===== src/rtl/ifsd_pkg.sv =====
`default_nettype none

package ifsd_pkg;

    // Frame geometry.
    localparam int FRAME_BYTES = 380;
    localparam int CHANNELS    = 46;
    localparam int LINE_WIDTH  = 200;

    localparam int DATA_START  = 10;
    localparam int GROUP_PITCH = 92;
    localparam int GROUPS      = 4;
    localparam int DATA_END    = DATA_START + GROUPS * GROUP_PITCH;

    localparam int COUNTER_POS = 4;
    localparam int TIME_POS0   = 12;
    localparam int TIME_POS1   = 13;
    localparam int TIME_POS2   = 14;
    localparam int TIME_POS3   = 15;

    localparam int END_COUNTER = 51;

    // Field widths.
    localparam int POS_W  = $clog2(FRAME_BYTES);
    localparam int GRP_W  = $clog2(GROUPS);
    localparam int WOFF_W = $clog2(GROUP_PITCH);
    localparam int CH_W   = 6;
    localparam int COL_W  = $clog2(LINE_WIDTH);
    localparam int LINE_W = 16;
    localparam int WORD_W = 16;
    localparam int TIME_W = 33;
    localparam int OFS_W  = 32;

    localparam logic [OFS_W-1:0] OFFSET_RESET = 32'd1443521880;

    localparam logic KIND_SAMPLE = 1'b0;
    localparam logic KIND_EOL    = 1'b1;

    // Where the current byte sits within its frame.
    typedef struct packed {
        logic [POS_W-1:0]  pos;
        logic              in_data;
        logic [GRP_W-1:0]  grp;
        logic [WOFF_W-1:0] woff;
        logic              last;
    } pos_t;

endpackage

`default_nettype wire


===== src/rtl/ifsd_pos_ctr.sv =====
`default_nettype none

// Byte position within the frame, with the pixel group and the offset
// inside the group kept as running counters so no divide is needed.
module ifsd_pos_ctr
(
    input  wire logic          clk,
    input  wire logic          rst_n,
    input  wire logic          adv,
    output ifsd_pkg::pos_t     where
);

    logic [ifsd_pkg::POS_W-1:0]  pos_reg,  pos_next;
    logic [ifsd_pkg::GRP_W-1:0]  grp_reg,  grp_next;
    logic [ifsd_pkg::WOFF_W-1:0] woff_reg, woff_next;
    logic                        in_data;
    logic                        last;

    assign in_data = (32'(pos_reg) >= ifsd_pkg::DATA_START) &&
                     (32'(pos_reg) <  ifsd_pkg::DATA_END);
    assign last    = (32'(pos_reg) == ifsd_pkg::FRAME_BYTES - 1);

    always_comb
    begin
        pos_next  = pos_reg;
        grp_next  = grp_reg;
        woff_next = woff_reg;
        if (adv)
        begin
            if (last)
            begin
                pos_next  = '0;
                grp_next  = '0;
                woff_next = '0;
            end
            else
            begin
                pos_next = pos_reg + 1'b1;
                if (in_data)
                begin
                    if (32'(woff_reg) == ifsd_pkg::GROUP_PITCH - 1)
                    begin
                        woff_next = '0;
                        grp_next  = grp_reg + 1'b1;
                    end
                    else
                    begin
                        woff_next = woff_reg + 1'b1;
                    end
                end
            end
        end
    end

    always_ff @(posedge clk or negedge rst_n)
    begin
        if (!rst_n)
        begin
            pos_reg  <= '0;
            grp_reg  <= '0;
            woff_reg <= '0;
        end
        else
        begin
            pos_reg  <= pos_next;
            grp_reg  <= grp_next;
            woff_reg <= woff_next;
        end
    end

    assign where.pos     = pos_reg;
    assign where.in_data = in_data;
    assign where.grp     = grp_reg;
    assign where.woff    = woff_reg;
    assign where.last    = last;

endmodule

`default_nettype wire


===== src/rtl/instrument_frame_sample_demux.sv =====
// Timing: a result beat is registered and appears on the output in the cycle after the input beat that causes it.
// Throughput: one byte per cycle; a new byte is taken every cycle unless a finished result
// is held by a stalled output, which is the single output register.
// Reset: asynchronous, active low; alignment restarts at byte 0, the line count and kept
// time clear to zero, and time_offset returns to its default.
`default_nettype none

module instrument_frame_sample_demux
(
    input  wire logic                          clk,
    input  wire logic                          rst_n,

    // Configuration: time_offset register.
    input  wire logic                          cfg_wr_en,
    input  wire logic [ifsd_pkg::OFS_W-1:0]    cfg_wr_data,

    // Byte stream in.
    input  wire logic                          in_valid,
    output logic                               in_stall,
    input  wire logic [7:0]                    data_byte,

    // Result beats out.
    output logic                               out_valid,
    input  wire logic                          out_stall,
    output logic                               kind,
    output logic [ifsd_pkg::CH_W-1:0]          channel,
    output logic [ifsd_pkg::COL_W-1:0]         column,
    output logic [ifsd_pkg::LINE_W-1:0]        line_number,
    output logic [ifsd_pkg::WORD_W-1:0]        sample_value,
    output logic [ifsd_pkg::TIME_W-1:0]        timestamp
);

    logic in_take;

    // Position within the current frame.
    ifsd_pkg::pos_t where;

    ifsd_pos_ctr u_pos
    (
        .clk   (clk),
        .rst_n (rst_n),
        .adv   (in_take),
        .where (where)
    );

    // Block state.
    logic [ifsd_pkg::OFS_W-1:0]  offset_reg;
    logic [7:0]                  fc_reg,     fc_next;
    logic [7:0]                  hi_reg,     hi_next;
    logic [15:0]                 tlow_reg,   tlow_next;
    logic [7:0]                  thigh_reg,  thigh_next;
    logic [ifsd_pkg::LINE_W-1:0] line_reg,   line_next;
    logic [ifsd_pkg::TIME_W-1:0] kept_reg,   kept_next;

    // Output register.
    logic                          out_valid_reg, out_valid_next;
    logic                          kind_reg,      kind_next;
    logic [ifsd_pkg::CH_W-1:0]     chan_reg,      chan_next;
    logic [ifsd_pkg::COL_W-1:0]    col_reg,       col_next;
    logic [ifsd_pkg::LINE_W-1:0]   lnum_reg,      lnum_next;
    logic [ifsd_pkg::WORD_W-1:0]   val_reg,       val_next;
    logic [ifsd_pkg::TIME_W-1:0]   ts_reg,        ts_next;

    // The output register is the only storage on the result side. The input
    // side only waits when that register is full and the sink is stalling.
    assign in_stall = out_valid_reg && out_stall;
    assign in_take  = in_valid && !in_stall;

    // The frame counter byte is used in the same beat that carries it, so the
    // effective counter bypasses the register at that position.
    logic [7:0]                  fc_eff;
    logic [7:0]                  fc_m1;
    logic                        time_frame;
    logic                        sample_frame;
    logic                        eol_frame;
    logic [ifsd_pkg::CH_W-1:0]   chan_idx;
    logic                        is_sample;
    logic                        is_eol;
    logic [ifsd_pkg::TIME_W-1:0] time_sum;

    assign fc_eff       = (32'(where.pos) == ifsd_pkg::COUNTER_POS) ? data_byte : fc_reg;
    assign fc_m1        = fc_eff - 8'd1;
    assign time_frame   = (fc_eff == 8'd0);
    assign sample_frame = (fc_eff != 8'd0) && (32'(fc_eff) < ifsd_pkg::END_COUNTER);
    assign eol_frame    = (32'(fc_eff) == ifsd_pkg::END_COUNTER);
    assign chan_idx     = where.woff[ifsd_pkg::WOFF_W-1:1];

    // A word completes at its odd (low) byte; only channels in range count.
    assign is_sample = where.in_data && where.woff[0] && sample_frame &&
                       (32'(chan_idx) < ifsd_pkg::CHANNELS);
    assign is_eol    = where.last && eol_frame;

    // Timestamp: offset plus the 32-bit raw time word, one 33-bit add.
    assign time_sum = {1'b0, offset_reg} + {1'b0, thigh_reg, data_byte, tlow_reg};

    always_comb
    begin
        fc_next    = fc_reg;
        hi_next    = hi_reg;
        tlow_next  = tlow_reg;
        thigh_next = thigh_reg;
        line_next  = line_reg;
        kept_next  = kept_reg;

        out_valid_next = out_valid_reg && out_stall;
        kind_next      = kind_reg;
        chan_next      = chan_reg;
        col_next       = col_reg;
        lnum_next      = lnum_reg;
        val_next       = val_reg;
        ts_next        = ts_reg;

        if (in_take)
        begin
            fc_next = fc_eff;

            if (time_frame)
            begin
                if (32'(where.pos) == ifsd_pkg::TIME_POS0)
                begin
                    tlow_next = {data_byte, 8'd0};
                end
                else if (32'(where.pos) == ifsd_pkg::TIME_POS1)
                begin
                    tlow_next = {tlow_reg[15:8], data_byte};
                end
                else if (32'(where.pos) == ifsd_pkg::TIME_POS2)
                begin
                    thigh_next = data_byte;
                end
                else if (32'(where.pos) == ifsd_pkg::TIME_POS3)
                begin
                    kept_next = time_sum;
                end
            end

            // The high byte of every word is latched, whatever the counter.
            if (where.in_data && !where.woff[0])
            begin
                hi_next = data_byte;
            end

            if (is_sample)
            begin
                out_valid_next = 1'b1;
                kind_next      = ifsd_pkg::KIND_SAMPLE;
                chan_next      = chan_idx;
                col_next       = ifsd_pkg::COL_W'({fc_m1, where.grp});
                lnum_next      = line_reg;
                val_next       = {hi_reg, data_byte};
                ts_next        = '0;
            end
            else if (is_eol)
            begin
                out_valid_next = 1'b1;
                kind_next      = ifsd_pkg::KIND_EOL;
                chan_next      = '0;
                col_next       = '0;
                lnum_next      = line_reg;
                val_next       = '0;
                ts_next        = kept_reg;
                line_next      = line_reg + 1'b1;
            end
        end
    end

    always_ff @(posedge clk or negedge rst_n)
    begin
        if (!rst_n)
        begin
            offset_reg    <= ifsd_pkg::OFFSET_RESET;
            fc_reg        <= '0;
            hi_reg        <= '0;
            tlow_reg      <= '0;
            thigh_reg     <= '0;
            line_reg      <= '0;
            kept_reg      <= '0;
            out_valid_reg <= 1'b0;
        end
        else
        begin
            if (cfg_wr_en)
            begin
                offset_reg <= cfg_wr_data;
            end
            fc_reg        <= fc_next;
            hi_reg        <= hi_next;
            tlow_reg      <= tlow_next;
            thigh_reg     <= thigh_next;
            line_reg      <= line_next;
            kept_reg      <= kept_next;
            out_valid_reg <= out_valid_next;
        end
    end

    // Result payload needs no reset; it only matters while out_valid is high.
    always_ff @(posedge clk)
    begin
        kind_reg <= kind_next;
        chan_reg <= chan_next;
        col_reg  <= col_next;
        lnum_reg <= lnum_next;
        val_reg  <= val_next;
        ts_reg   <= ts_next;
    end

    assign out_valid    = out_valid_reg;
    assign kind         = kind_reg;
    assign channel      = chan_reg;
    assign column       = col_reg;
    assign line_number  = lnum_reg;
    assign sample_value = val_reg;
    assign timestamp    = ts_reg;

endmodule

`default_nettype wire

===== config.mk =====
export PLATFORM = sky130hd
export DESIGN_NAME = instrument_frame_sample_demux
export DESIGN_NICKNAME = d
export VERILOG_FILES = /design/src/rtl/ifsd_pkg.sv /design/src/rtl/ifsd_pos_ctr.sv /design/src/rtl/instrument_frame_sample_demux.sv
export SDC_FILE = /design/constraint.sdc
export NUM_CORES = 1
export LEC_CHECK = 0
export BUFFER_PORTS_ARGS = -buffer_cell sky130_fd_sc_hd__buf_2
export CAP_MARGIN = 40
export CORE_UTILIZATION = 58
export CTS_CLUSTER_SIZE = 24
export DETAILED_ROUTE_END_ITERATION = 8
export GPL_TIMING_DRIVEN = 0
export PLACE_DENSITY = 0.92
export SYNTH_ARGS = -nofsm -noshare
export SYNTH_HDL_FRONTEND = slang
export SYNTH_SLANG_ARGS = --single-unit

===== constraint.sdc =====
create_clock -name clk -period 5.6 [get_ports clk]
set_input_delay 0.84 -clock clk [delete_from_list [all_inputs] [get_ports clk]]
set_output_delay 0.84 -clock clk [all_outputs]
set_load 0.01 [all_outputs]

==> key figures, run 1 <==
Final layout
  – Fin util: 69.9%
  – Reg area: about 6000 um2
  – Design area: about 12,000 um2
  – Layout area overhead: 16.6%
  – Layout cell share with drive strength beyond 1: between 20% and 30%
  – Final net count: about 1.1k
  – Area of the multi-input gates: ~4400 um2
  – Fillers: approximately 1.2k

Power
  – Combinational Power Share: between 10% and 20%
  – Switch share: 25.0%
  – Pleak: 0.00537 uW
  – Final Power: between 3000 and 4000 uW
  – Register share of total power: between 40% and 50%
  – Clock share of power: between 40 and 50%
  – Internal Power: ~2800 uW
  – Worst VDD drop: 0.271 mV
  – Switching power total: 943 uW
  – Power Dens Cells: 309 nW/um2

Route
  – Final WL: 24.1 mm
  – DRT iter0 DRCs: roughly 700
  – Routed WL per cell: approximately 19 um
  – Via count: 7,654
  – DRC viols: 0
  – DRT Pass-1 Iters: 5
  – Detail Route Antenna Nets: 0
  – Drt via density: 5.92

Clock tree
  – Hold-fix buffers, CTS: 0
  – CTS tree: built
  – CTS buffer count: 23
  – Clock root buffer: clkbuf_16
  – H-tree depth: 1
  – Worst-path clk slew: 0.06 ns
  – Setup Buffers After CTS: 0
  – Gates resized, CTS repair: 0
  – Clock Path Buffers: 3
  – Clk_lat worst skew: between 0.5 and 0.6 ns
  – Clk sinks: 220

Critical path
  – CP Data Arrival Time: approximately 5.3 ns
  – Reg2Reg Depth: 14
  – Worst reg2reg path startpoint: u_pos.pos_reg[1]
  – Worst Setup Start Kind: flip-flop
  – Critical Path RT: just under 6 ns
  – Crit path kind: reg2reg
  – CP max FO: 10
  – Worst Setup SP: u_pos.pos_reg[1]
  – Critical Path End Type: flip-flop
  – Worst R2R End: kept_reg[32]
  – FF-to-FF setup slack: ~0.67 ns

Floorplanning
  – DIE AREA: 18,600 um2
  – Die extent in x: 136 um
  – IO Count: 127
  – Initial Util: between 50% and 60%
  – Die Span Y: between 100 and 150 um
  – Core ar.: 17,500 um2
  – Number of core rows: 48

Timing
  – RSZ-0062 raised after global routing: no
  – Worst slew pin tran: 0.775 ns
  – Period Utilization, post-route: just under 90%
  – Final Hold Vio Count: 0
  – Worst Setup Slack, final: 0.667 ns
  – Setup violations, final: 0
  – Hold slack final: 0.326 ns
  – Worst Skew: around 0.019 ns
  – Pins Over Slew Limit: 0
  – Post-layout min period: 4.93 ns
  – Fmax: ~200 MHz
  – Relative slew slack: 48.1%

Placed design
  – Global placement routability congestion: 0.908
  – Area after DPL: between 10,000 and 15,000 um2
  – I/O Buffers: 125
  – Place WS: 0.963 ns
  – Placed wire-length estimate: between 15 and 20 mm

Synth
  – Cells after synthesis: between 800 and 900
  – Synth Register Bits: 220
  – Syn Area/Cell: about 12 um2
  – Async set-or-reset flop fraction in the synthesized netlist: between 60% and 70%
  – Seq/Total Area, Yosys: a little under three fifths
  – Number of flops mapped to enable cells by yosys: 80
  – Warnings, synthesis: 0
  – Syn_nets: 985
  – Synth cell types: 64
  – Mapped Area: between 10,000 and 15,000 um2
  – Top_reg_cell synth: dfrtp_1

Global route
  – Largest net degree at the start of global routing: 76
  – Tot GR Track Use: a little over a quarter
  – GR Overflow Total: 0
  – Initial antenna violation count: 1
  – Vias in the first global route: roughly 7.5k
  – First-pass GRT wire length: 37.9 mm

Outcome
  – Status: complete, no violations

Run
  – Max cap viols: 0

Worst hold path
  – Worst hold path type: in2async
## cell usage in the layout (no fill, tap or decap), types with 4 or more instances in the layout
master,n
buf_2,124
inv_1,17
edfxtp_1,80
clkbuf_16,23
nand2b_1,5
a21o_1,15
clkinv_2,5
o211ai_1,5
and3_1,11
nor2_1,48
nor3_1,11
a31oi_1,6
nor3b_1,5
ha_1,41
dfrtp_1,127
xor2_1,17
or2_2,5
o21ai_0,64
a21oi_1,27
nand3_1,17
and2_1,60
nor2b_1,4
xnor2_1,28
o21a_1,12
mux2i_1,8
nand2_1,101
o31ai_1,11
a211oi_1,5
o21bai_1,4
nand4_1,8
buf_1,7
clkbuf_1,29
dfstp_2,13
mux2_2,65
## how the worst max path moves through the flow
stage                    end  slack (ns)  cells past startpoint
4_1_cts         kept_reg[32]        0.81                     14
3_5_place_dp    kept_reg[32]        0.96                     14
3_3_place_gp   timestamp[16]       -0.55                     13
6_report        kept_reg[32]        0.67                     14
2_1_floorplan     channel[0]        0.68                     13
5_1_grt         kept_reg[32]        0.48                     14
## per-layer routing
layer / part of all wire [%] / GRT usage (%) / wire (um) / up-vias
met3: 6.5 / 4.18 / 1570 / 65
li1: - / - / - / 3530
met4: 3.4 / 10.2 / 820 / 0
met2: 51 / 45.3 / 12200 / 307
met1: 39 / 33.7 / 9500 / 3752
met5: 0 / 0 / 0 / -
## metrics by stage
stage | std cells | TNS, ns
2_1_floorplan | 898 | 0
3_3_place_gp | 1248 | -43.68
3_5_place_dp | 1250 | 0
4_1_cts | 1292 | 0
5_1_grt | 1292 | 0
6_report | 1293 | 0
## layout make-up
class | instances | area share (%)
Sequential cell | 220 | 48.5
Multi-Input combinational cell | 627 | 35.7
Timing Repair Buffer | 127 | 5.62
Clock buffer | 28 | 4.95
Tap cell | 225 | 2.30
Clock inverter | 14 | 1.25
Buffer | 34 | 1.14
Inverter | 17 | 0.522
Antenna cell | 1 | 0.0205
## cells by family after synthesis
logic type               synth area share (%)
flip-flops                               56.5
adder cells (fa/ha/maj)                  5.08
AND/OR/NAND/NOR                          14.4
XOR/XNOR                                 3.76
buffers and inverters                    1.93
AO/OA/AOI/OAI                            10.5
multiplexers                             7.85
## critical path: stages (launching register included)
cell,delay [ns]
dfrtp_1,0.46
inv_1,0.13
ha_1,0.30
nand3b_4,0.11
nor4b_4,0.59
clkbuf_1,0.50
mux2i_1,0.43
ha_1,0.25
nand3_1,0.10
nor2_1,0.13
a41oi_1,0.09
nand4b_1,0.70
clkbuf_1,0.49
a211oi_1,0.39
a2bb2oi_1,0.12
## cell usage after synthesis (all sizes together) (25+ instances only)
master  instances  area, um2
a21oi          27        135
ha             41        513
xnor2          28        245
nand2         101        379
dfrtp         127       3180
edfxtp         80       2400
mux2           66        743
nor2           48        180
clkbuf         25       93.8
and2           60        375
o21ai          64        320
## power by group through the flow
stage	clock [uW]	sequential [uW]	combinational [uW]
floorplan	0	1830	290
global placement	0	1860	378
detailed placement	0	1860	400
CTS	1550	1830	406
global route	1610	1840	451
finish	1530	1830	410
(Power assumes the default switching activity.)
==> run 2, diff against run 1 <==
--- a/config.mk
+++ b/config.mk
@@ -11,7 +11,7 @@
 export CTS_CLUSTER_SIZE = 24
 export DETAILED_ROUTE_END_ITERATION = 8
 export GPL_TIMING_DRIVEN = 0
-export PLACE_DENSITY = 0.92
+export PLACE_DENSITY = 0.8
 export SYNTH_ARGS = -nofsm -noshare
 export SYNTH_HDL_FRONTEND = slang
 export SYNTH_SLANG_ARGS = --single-unit
==> run 2 against run 1 <==
Net effect: register-to-register slack improved by 0.18 ns; wire length down 4.0%; critical path depth down 1; clock skew is 0.012 ns lower; via count shrank 3.8%; die area did not move; sequential power hardly changed; cell count barely moved.
==> key figures, run 2 (same netlist as run 1, synthesis figures left out) <==
Final layout
  – Final net count: 1,137 (unchanged)
  – Layout area overhead: 16.4%
  – Fillers: 1,251 (+4.6%)
  – Leading cell type in the layout, fill and taps excluded: dfrtp_1
  – Most frequent cells in the layout: 127 x dfrtp_1, 124 x buf_2, 101 x nand2_1, 80 x edfxtp_1, 65 x mux2_2
  – Layout cell share with drive strength beyond 1: 23.4% (-0.47 points)
  – N_diodes: 0 (-1)
  – Design area: 12,200 um2 (-0.10%)

Placed design
  – Place WS: 1.03 ns (+0.0666 ns)
  – Area after DPL: 11,500 um2 (unchanged)
  – I/O Buffers: 125 (unchanged)
  – Placed wire-length estimate: 16.1 mm (-3.8%)
  – Global placement routability congestion: 0.927 (+2.1%)

Route
  – DRT iter0 DRCs: 572 (-19%)
  – DRC viols: 0 (unchanged)
  – Detail Route Antenna Nets: 0 (unchanged)
  – Final WL: 23.1 mm (-4.0%)
  – Via count: 7,366 (-3.8%)
  – Routed WL per cell: 17.9 um (-4.0%)
  – Drt via density: 5.70 (-3.7%)
  – DRT Pass-1 Iters: 5 (unchanged)

Clock tree
  – Clock Path Buffers: 3 (unchanged)
  – Clk_lat worst skew: 0.51 ns (about the same)
  – Worst-path clk slew: 0.06 ns (about the same)
  – Hold-fix buffers, CTS: 0 (unchanged)
  – CTS tree: built
  – Clk sinks: 220 (unchanged)
  – Gates resized, CTS repair: 0 (unchanged)
  – H-tree depth: 1 (unchanged)
  – CTS buffer count: 23 (unchanged)
  – Clock root buffer: clkbuf_16
  – Setup Buffers After CTS: 0 (unchanged)

Floorplanning
  – Die Span Y: 136 um (unchanged)
  – Initial Util: 60.0% (unchanged)
  – Number of core rows: 48 (unchanged)
  – Core ar.: 17,500 um2 (unchanged)
  – Die extent in x: 136 um (unchanged)
  – IO Count: 127 (unchanged)
  – DIE AREA: 18,600 um2 (unchanged)

Worst hold path
  – Worst hold path type: in2async

Timing
  – Post-layout min period: 4.75 ns (-0.185 ns)
  – Worst Setup Slack, final: 0.852 ns (+0.185 ns)
  – RSZ-0062 raised after global routing: no
  – Setup violations, final: 0 (unchanged)
  – Worst slew pin tran: 0.790 ns (+0.0155 ns)
  – Worst Skew: 0.00632 ns (-0.0124 ns)
  – Fmax: 211 MHz (+3.9%)
  – Final Hold Vio Count: 0 (unchanged)
  – Period Utilization, post-route: 84.8% (-3.3 points)
  – Pins Over Slew Limit: 0 (unchanged)
  – Relative slew slack: 47.1% (-1.0 points)

Critical path
  – CP Data Arrival Time: 5.14 ns (-0.16 ns)
  – FF-to-FF setup slack: 0.85 ns (+0.18 ns)
  – Crit path kind: reg2reg
  – Critical Path RT: 5.99 ns (+0.02 ns)
  – Worst R2R End: kept_reg[15]
  – Reg2Reg Depth: 13 (-1)
  – Crit path capture: kept_reg[15]
  – CP max FO: 10 (unchanged)
  – Worst reg2reg path startpoint: u_pos.pos_reg[1]
  – Worst Setup Start Kind: flip-flop
  – Critical Path End Type: flip-flop
  – Worst Setup SP: u_pos.pos_reg[1]

Global route
  – Largest net degree at the start of global routing: 87 (+14%)
  – First-pass GRT wire length: 37.2 mm (-1.7%)
  – Initial antenna violation count: 0 (-1)
  – GR Overflow Total: 0 (unchanged)
  – Vias in the first global route: 7,358 (-2.0%)
  – Tot GR Track Use: 25.9% (-0.59 points)

Power
  – Power Dens Cells: 307 nW/um2 (-0.54%)
  – Worst VDD drop: 0.230 mV (-15%)
  – Pleak: 0.00536 uW (-0.24%)

Outcome
  – Status: complete, no violations

Run
  – Max cap viols: 0 (unchanged)
run 2: changes by cell type in the layout (fill, tap and decap cells not counted), sizes merged:
cell | previous run | this run
clkinv | 10 | 8
diode | 1 | 0
clkbuf | 53 | 55
run 2: where the power goes:
part	internal, uW	leakage [uW]	switching [uW]	total (uW)
clock	908	0.000362	611	1520
combinational	175	0.00254	229	404
sequential	1750	0.00245	81.0	1830
run 2: per-layer routing:
metal	vias up	part of all wire [%]	global-route usage, %
met5	-	0	0
met4	0	2.8	7.96
met3	54	3.9	3.43
met2	204	50	43.8
met1	3590	43	34.6
li1	3518	-	-
run 2: metrics by stage:
stage          power [uW]  utilization [%]  instances  hold WS [ns]  TNS [ns]
5_1_grt              3900             69.8       1292         0.307         0
6_report             3750             69.8       1292         0.271         0
4_1_cts              3770             69.8       1292         0.286         0
2_1_floorplan        2120                -        898         0.437         0
3_3_place_gp         2240             65.2       1248         0.453    -45.64
3_5_place_dp         2260             65.6       1250         0.459         0
run 2: worst max-delay path, stage by stage (launching register included):
cell      delay (ns)
dfrtp_1         0.43
inv_1           0.12
ha_1            0.28
nand3b_4        0.11
nor4b_4         0.60
clkbuf_1        0.50
mux2i_1         0.41
ha_1            0.24
nand3_1         0.07
nor2_1          0.11
a41oi_1         0.09
nand4b_1        0.70
inv_1           0.57
mux2_2          0.39
run 2: how the worst min path moves through the flow:
| stage | start | end | slack, ns | cells after the start |
|---|---|---|---|---|
| CTS | rst_n | line_reg[13] | 0.29 | 1 |
| finish | rst_n | line_reg[13] | 0.27 | 1 |
| floorplan | kept_reg[0] | kept_reg[0] | 0.44 | 2 |
| global placement | kept_reg[7] | kept_reg[7] | 0.45 | 2 |
| detailed placement | line_reg[15] | line_reg[15] | 0.46 | 1 |
| global route | rst_n | line_reg[13] | 0.31 | 1 |
run 2: layout make-up:
cell class / count / area [um2] / share of cell area (%)
timing repair buffer: 127 / 687 / 5.63
multi-input combinational: 627 / 4370 / 35.8
buffer: 34 / 139 / 1.14
inverter: 17 / 63.8 / 0.523
sequential: 220 / 5920 / 48.5
clock buffer: 30 / 612 / 5.01
clock inverter: 12 / 135 / 1.11
tap: 225 / 282 / 2.31
==> run 3, diff against run 2 <==
--- a/config.mk
+++ b/config.mk
@@ -5,9 +5,10 @@
 export SDC_FILE = /design/constraint.sdc
 export NUM_CORES = 1
 export LEC_CHECK = 0
+export ABC_AREA = 1
 export BUFFER_PORTS_ARGS = -buffer_cell sky130_fd_sc_hd__buf_2
 export CAP_MARGIN = 40
-export CORE_UTILIZATION = 58
+export CORE_UTILIZATION = 59
 export CTS_CLUSTER_SIZE = 24
 export DETAILED_ROUTE_END_ITERATION = 8
 export GPL_TIMING_DRIVEN = 0
==> constraint.sdc (replaced) <==
create_clock -name clk -period 4.6 [get_ports clk]
set_input_delay 0.69 -clock clk [delete_from_list [all_inputs] [get_ports clk]]
set_output_delay 0.69 -clock clk [all_outputs]
set_load 0.01 [all_outputs]
==> run 3 against run 2 <==
Net effect: wire length up 22%; sequential cell count unchanged; core utilization down 0.18 points; maximum frequency up 18%; critical endpoint is now timestamp[11].
==> key figures, run 3 <==
Outcome
  – Status: complete, no violations

Placed design
  – Placed wire-length estimate: 21.4 mm (+33%)
  – Area after DPL: 12,800 um2 (+12%)
  – I/O Buffers: 125 (unchanged)
  – Place WS: 0.645 ns (-0.385 ns)
  – Placed insts: 1,785 (+43%)
  – Global placement routability congestion: 0.919 (-0.82%)

Final layout
  – Layout Cells excl Fill: 1,827 (+41%)
  – N_diodes: 0 (unchanged)
  – Layout area overhead: 15.4%
  – Design area: 13,600 um2 (+11%)
  – Most frequent cells in the layout: 378 x nand2_1, 223 x inv_1, 137 x buf_2, 127 x dfrtp_1, 125 x nor2_1
  – Reg area: 5920 um2 (unchanged)
  – Layout cell share with drive strength beyond 1: 17.7% (-5.8 points)
  – Final net count: 1,632 (+44%)
  – Area of the multi-input gates: 4830 um2 (+11%)
  – Leading cell type in the layout, fill and taps excluded: nand2_1
  – Fillers: 1,503 (+20%)

Synth
  – Synth area leader: dfrtp_1
  – Mapped Area: 11,800 um2 (+12%)
  – XOR/XNOR Fraction of Synth Area: 1.93% (-1.8 points)
  – Post-synthesis compound-gate area fraction: 7.16% (-3.3 points)
  – Seq/Total Area, Yosys: 50.4% (-6.1 points)
  – Most common library cells after synthesis: 379 x nand2_1, 223 x inv_1, 127 x dfrtp_1
  – Main combinational cell family by area after synthesis: simple AND/OR/NAND/NOR gates
  – Number of flops mapped to enable cells by yosys: 80 (unchanged)
  – Mux contribution to synthesized area: 3.07% (-4.8 points)
  – Post-synthesis adder-cell area fraction: 4.54% (-0.55 points)
  – Cells after synthesis: 1,393 (+55%)
  – Warnings, synthesis: 0 (unchanged)
  – Syn_nets: 1,480 (+50%)
  – Synth top area cells: dfrtp_1 27%, edfxtp_1 20%, nand2_1 12%
  – Count leader, synth: nand2_1
  – Top_reg_cell synth: dfrtp_1
  – Synth Register Bits: 220 (unchanged)
  – Syn Area/Cell: 8.44 um2 (-28%)
  – Post-Synth Simple-Gate Area: 24.4% (+9.9 points)
  – Async set-or-reset flop fraction in the synthesized netlist: 63.6% (unchanged)
  – Share of the synthesized area in the top cell type: 27.0% (-3.3 points)
  – Synth cell types: 43 (-33%)

Critical path
  – Critical Path End Type: flip-flop
  – Worst reg2reg path startpoint: u_pos.pos_reg[1]
  – Worst Setup Start Kind: flip-flop
  – Reg2Reg Depth: 13 (unchanged)
  – Worst R2R End: timestamp[11]
  – CP max FO: 71 (+61)
  – Crit path kind: reg2reg
  – Critical Path RT: 4.78 ns (-1.21 ns)
  – FF-to-FF setup slack: 0.59 ns (-0.27 ns)
  – CP Data Arrival Time: 4.20 ns (-0.94 ns)

Floorplanning
  – DIE AREA: 20,500 um2 (+10%)
  – Initial Util: 60.4% (+0.40 points)
  – Die Span Y: 143 um (+4.9%)
  – IO Count: 127 (unchanged)
  – Die extent in x: 143 um (+4.9%)
  – Core ar.: 19,500 um2 (+11%)
  – Number of core rows: 51 (+6.3%)

Clock tree
  – CTS buffer count: 23 (unchanged)
  – Clock Path Buffers: 3 (unchanged)
  – Clk sinks: 220 (unchanged)
  – Gates resized, CTS repair: 0 (unchanged)
  – Clk_lat worst skew: 0.53 ns (+0.02 ns)
  – Setup Buffers After CTS: 0 (unchanged)
  – Hold-fix buffers, CTS: 0 (unchanged)
  – CTS tree: built
  – Clock root buffer: clkbuf_16
  – H-tree depth: 1 (unchanged)
  – Worst-path clk slew: 0.06 ns (about the same)

Timing
  – Post-layout min period: 4.01 ns (-0.734 ns)
  – Pins Over Slew Limit: 0 (unchanged)
  – Worst Skew: 0.0161 ns (+0.00982 ns)
  – Period Utilization, post-route: 87.3% (+2.5 points)
  – Relative slew slack: 51.8% (+4.7 points)
  – Setup violations, final: 0 (unchanged)
  – Final Hold Vio Count: 0 (unchanged)
  – RSZ-0062 raised after global routing: no
  – Fmax: 249 MHz (+18%)
  – Hold slack final: 0.123 ns (-0.148 ns)
  – Worst slew pin tran: 0.722 ns (-0.0680 ns)
  – Worst Setup Slack, final: 0.585 ns (-0.266 ns)

Power
  – Switching power total: 1650 uW (+80%)
  – Final Power: 5420 uW (+44%)
  – Combinational Power Share: 20.2% (+9.4 points)
  – Internal Power: 3760 uW (+33%)
  – Register share of total power: 45.0% (-3.8 points)
  – Switch share: 30.5% (+6.0 points)
  – Pleak: 0.00691 uW (+29%)
  – Clock share of power: 34.8% (-5.7 points)
  – Power Dens Cells: 399 nW/um2 (+30%)
  – Worst VDD drop: 0.370 mV (+61%)

Global route
  – Vias in the first global route: 9,052 (+23%)
  – GR Overflow Total: 0 (unchanged)
  – First-pass GRT wire length: 45.6 mm (+22%)
  – Gr busiest metal: met2
  – Largest net degree at the start of global routing: 88 (+1.1%)
  – GR Util met1: 40.0% (+5.4 points)
  – Initial antenna violation count: 0 (unchanged)
  – Tot GR Track Use: 28.9% (+3.1 points)
  – M2 GR Usage: 47.0% (+3.2 points)
  – M3 GR Usage: 4.23% (+0.80 points)

Route
  – Drt via density: 5.26 (-7.7%)
  – Via count: 9,612 (+30%)
  – DRT iter0 DRCs: 742 (+30%)
  – DRT Pass-1 Iters: 5 (unchanged)
  – Detail Route Antenna Nets: 0 (unchanged)
  – Routed WL per cell: 15.4 um (-14%)
  – Final WL: 28.2 mm (+22%)
  – DRC viols: 0 (unchanged)

Worst hold path
  – Worst hold path type: in2async

Run
  – Max cap viols: 0 (unchanged)
## run 3: per-layer routing
layer,share of wire (%),wire length [um]
met1,43,12300
met2,47,13300
met5,0,0
met3,6.6,1870
met4,2.9,812
## run 3: worst max-delay path by stage
stage	slack, ns	endpoint	start	depth (start not counted)
after detailed placement	0.64	timestamp[4]	u_pos.pos_reg[0]	13
after global routing	0.30	timestamp[5]	u_pos.pos_reg[1]	13
final	0.59	timestamp[11]	u_pos.pos_reg[1]	13
after CTS	0.63	timestamp[11]	u_pos.pos_reg[1]	13
after floorplan	0.08	channel[0]	u_pos.pos_reg[1]	12
after global placement	-1.10	timestamp[4]	u_pos.pos_reg[1]	12
## run 3: power groups by stage
stage,Combinational [uW],Clock (uW),Sequential [uW]
floorplan,701,0,2480
global placement,1040,0,2470
detailed placement,1080,0,2470
CTS,1090,1910,2440
global route,1240,2000,2460
finish,1090,1880,2440
## run 3: kinds of logic (layout without fill, tap and decap cells)
logic type               Yosys count  count (layout)
AO/OA/AOI/OAI                    155             155
XOR/XNOR                          25              25
adder cells (fa/ha/maj)           42              42
buffers and inverters            256             425
flip-flops                       220             220
multiplexers                      32              32
AND/OR/NAND/NOR                  663             663
## run 3: worst max-delay path, cell delays in order, from the launching register on
cell and delay (ns):
dfrtp_1 0.42, inv_1 0.13, ha_1 0.23, inv_1 0.09, nor3_4 0.35, nand2_2 0.23, o21ai_0 0.48, ha_1 0.24
inv_1 0.07, nor3_4 0.44, nand2_4 0.17, buf_4 0.25, nand2_4 0.19, buf_16 0.31
## run 3: metrics by stage
stage,utilization (%),setup TNS [ns]
final,69.7,0
after global routing,69.7,0
after CTS,69.7,0
after detailed placement,65.7,0
after global placement,65.3,-86.95
after floorplan,-,0
## run 3: layout make-up
type                            instances  share of cell area (%)
Sequential cell                       220                    43.7
Multi-Input combinational cell        917                    35.6
Inverter                              229                    6.34
Clock inverter                         15                    1.10
Buffer                                 27                    1.09
Clock buffer                           27                    4.65
Timing Repair Buffer                  127                    5.07
Tap cell                              265                    2.45
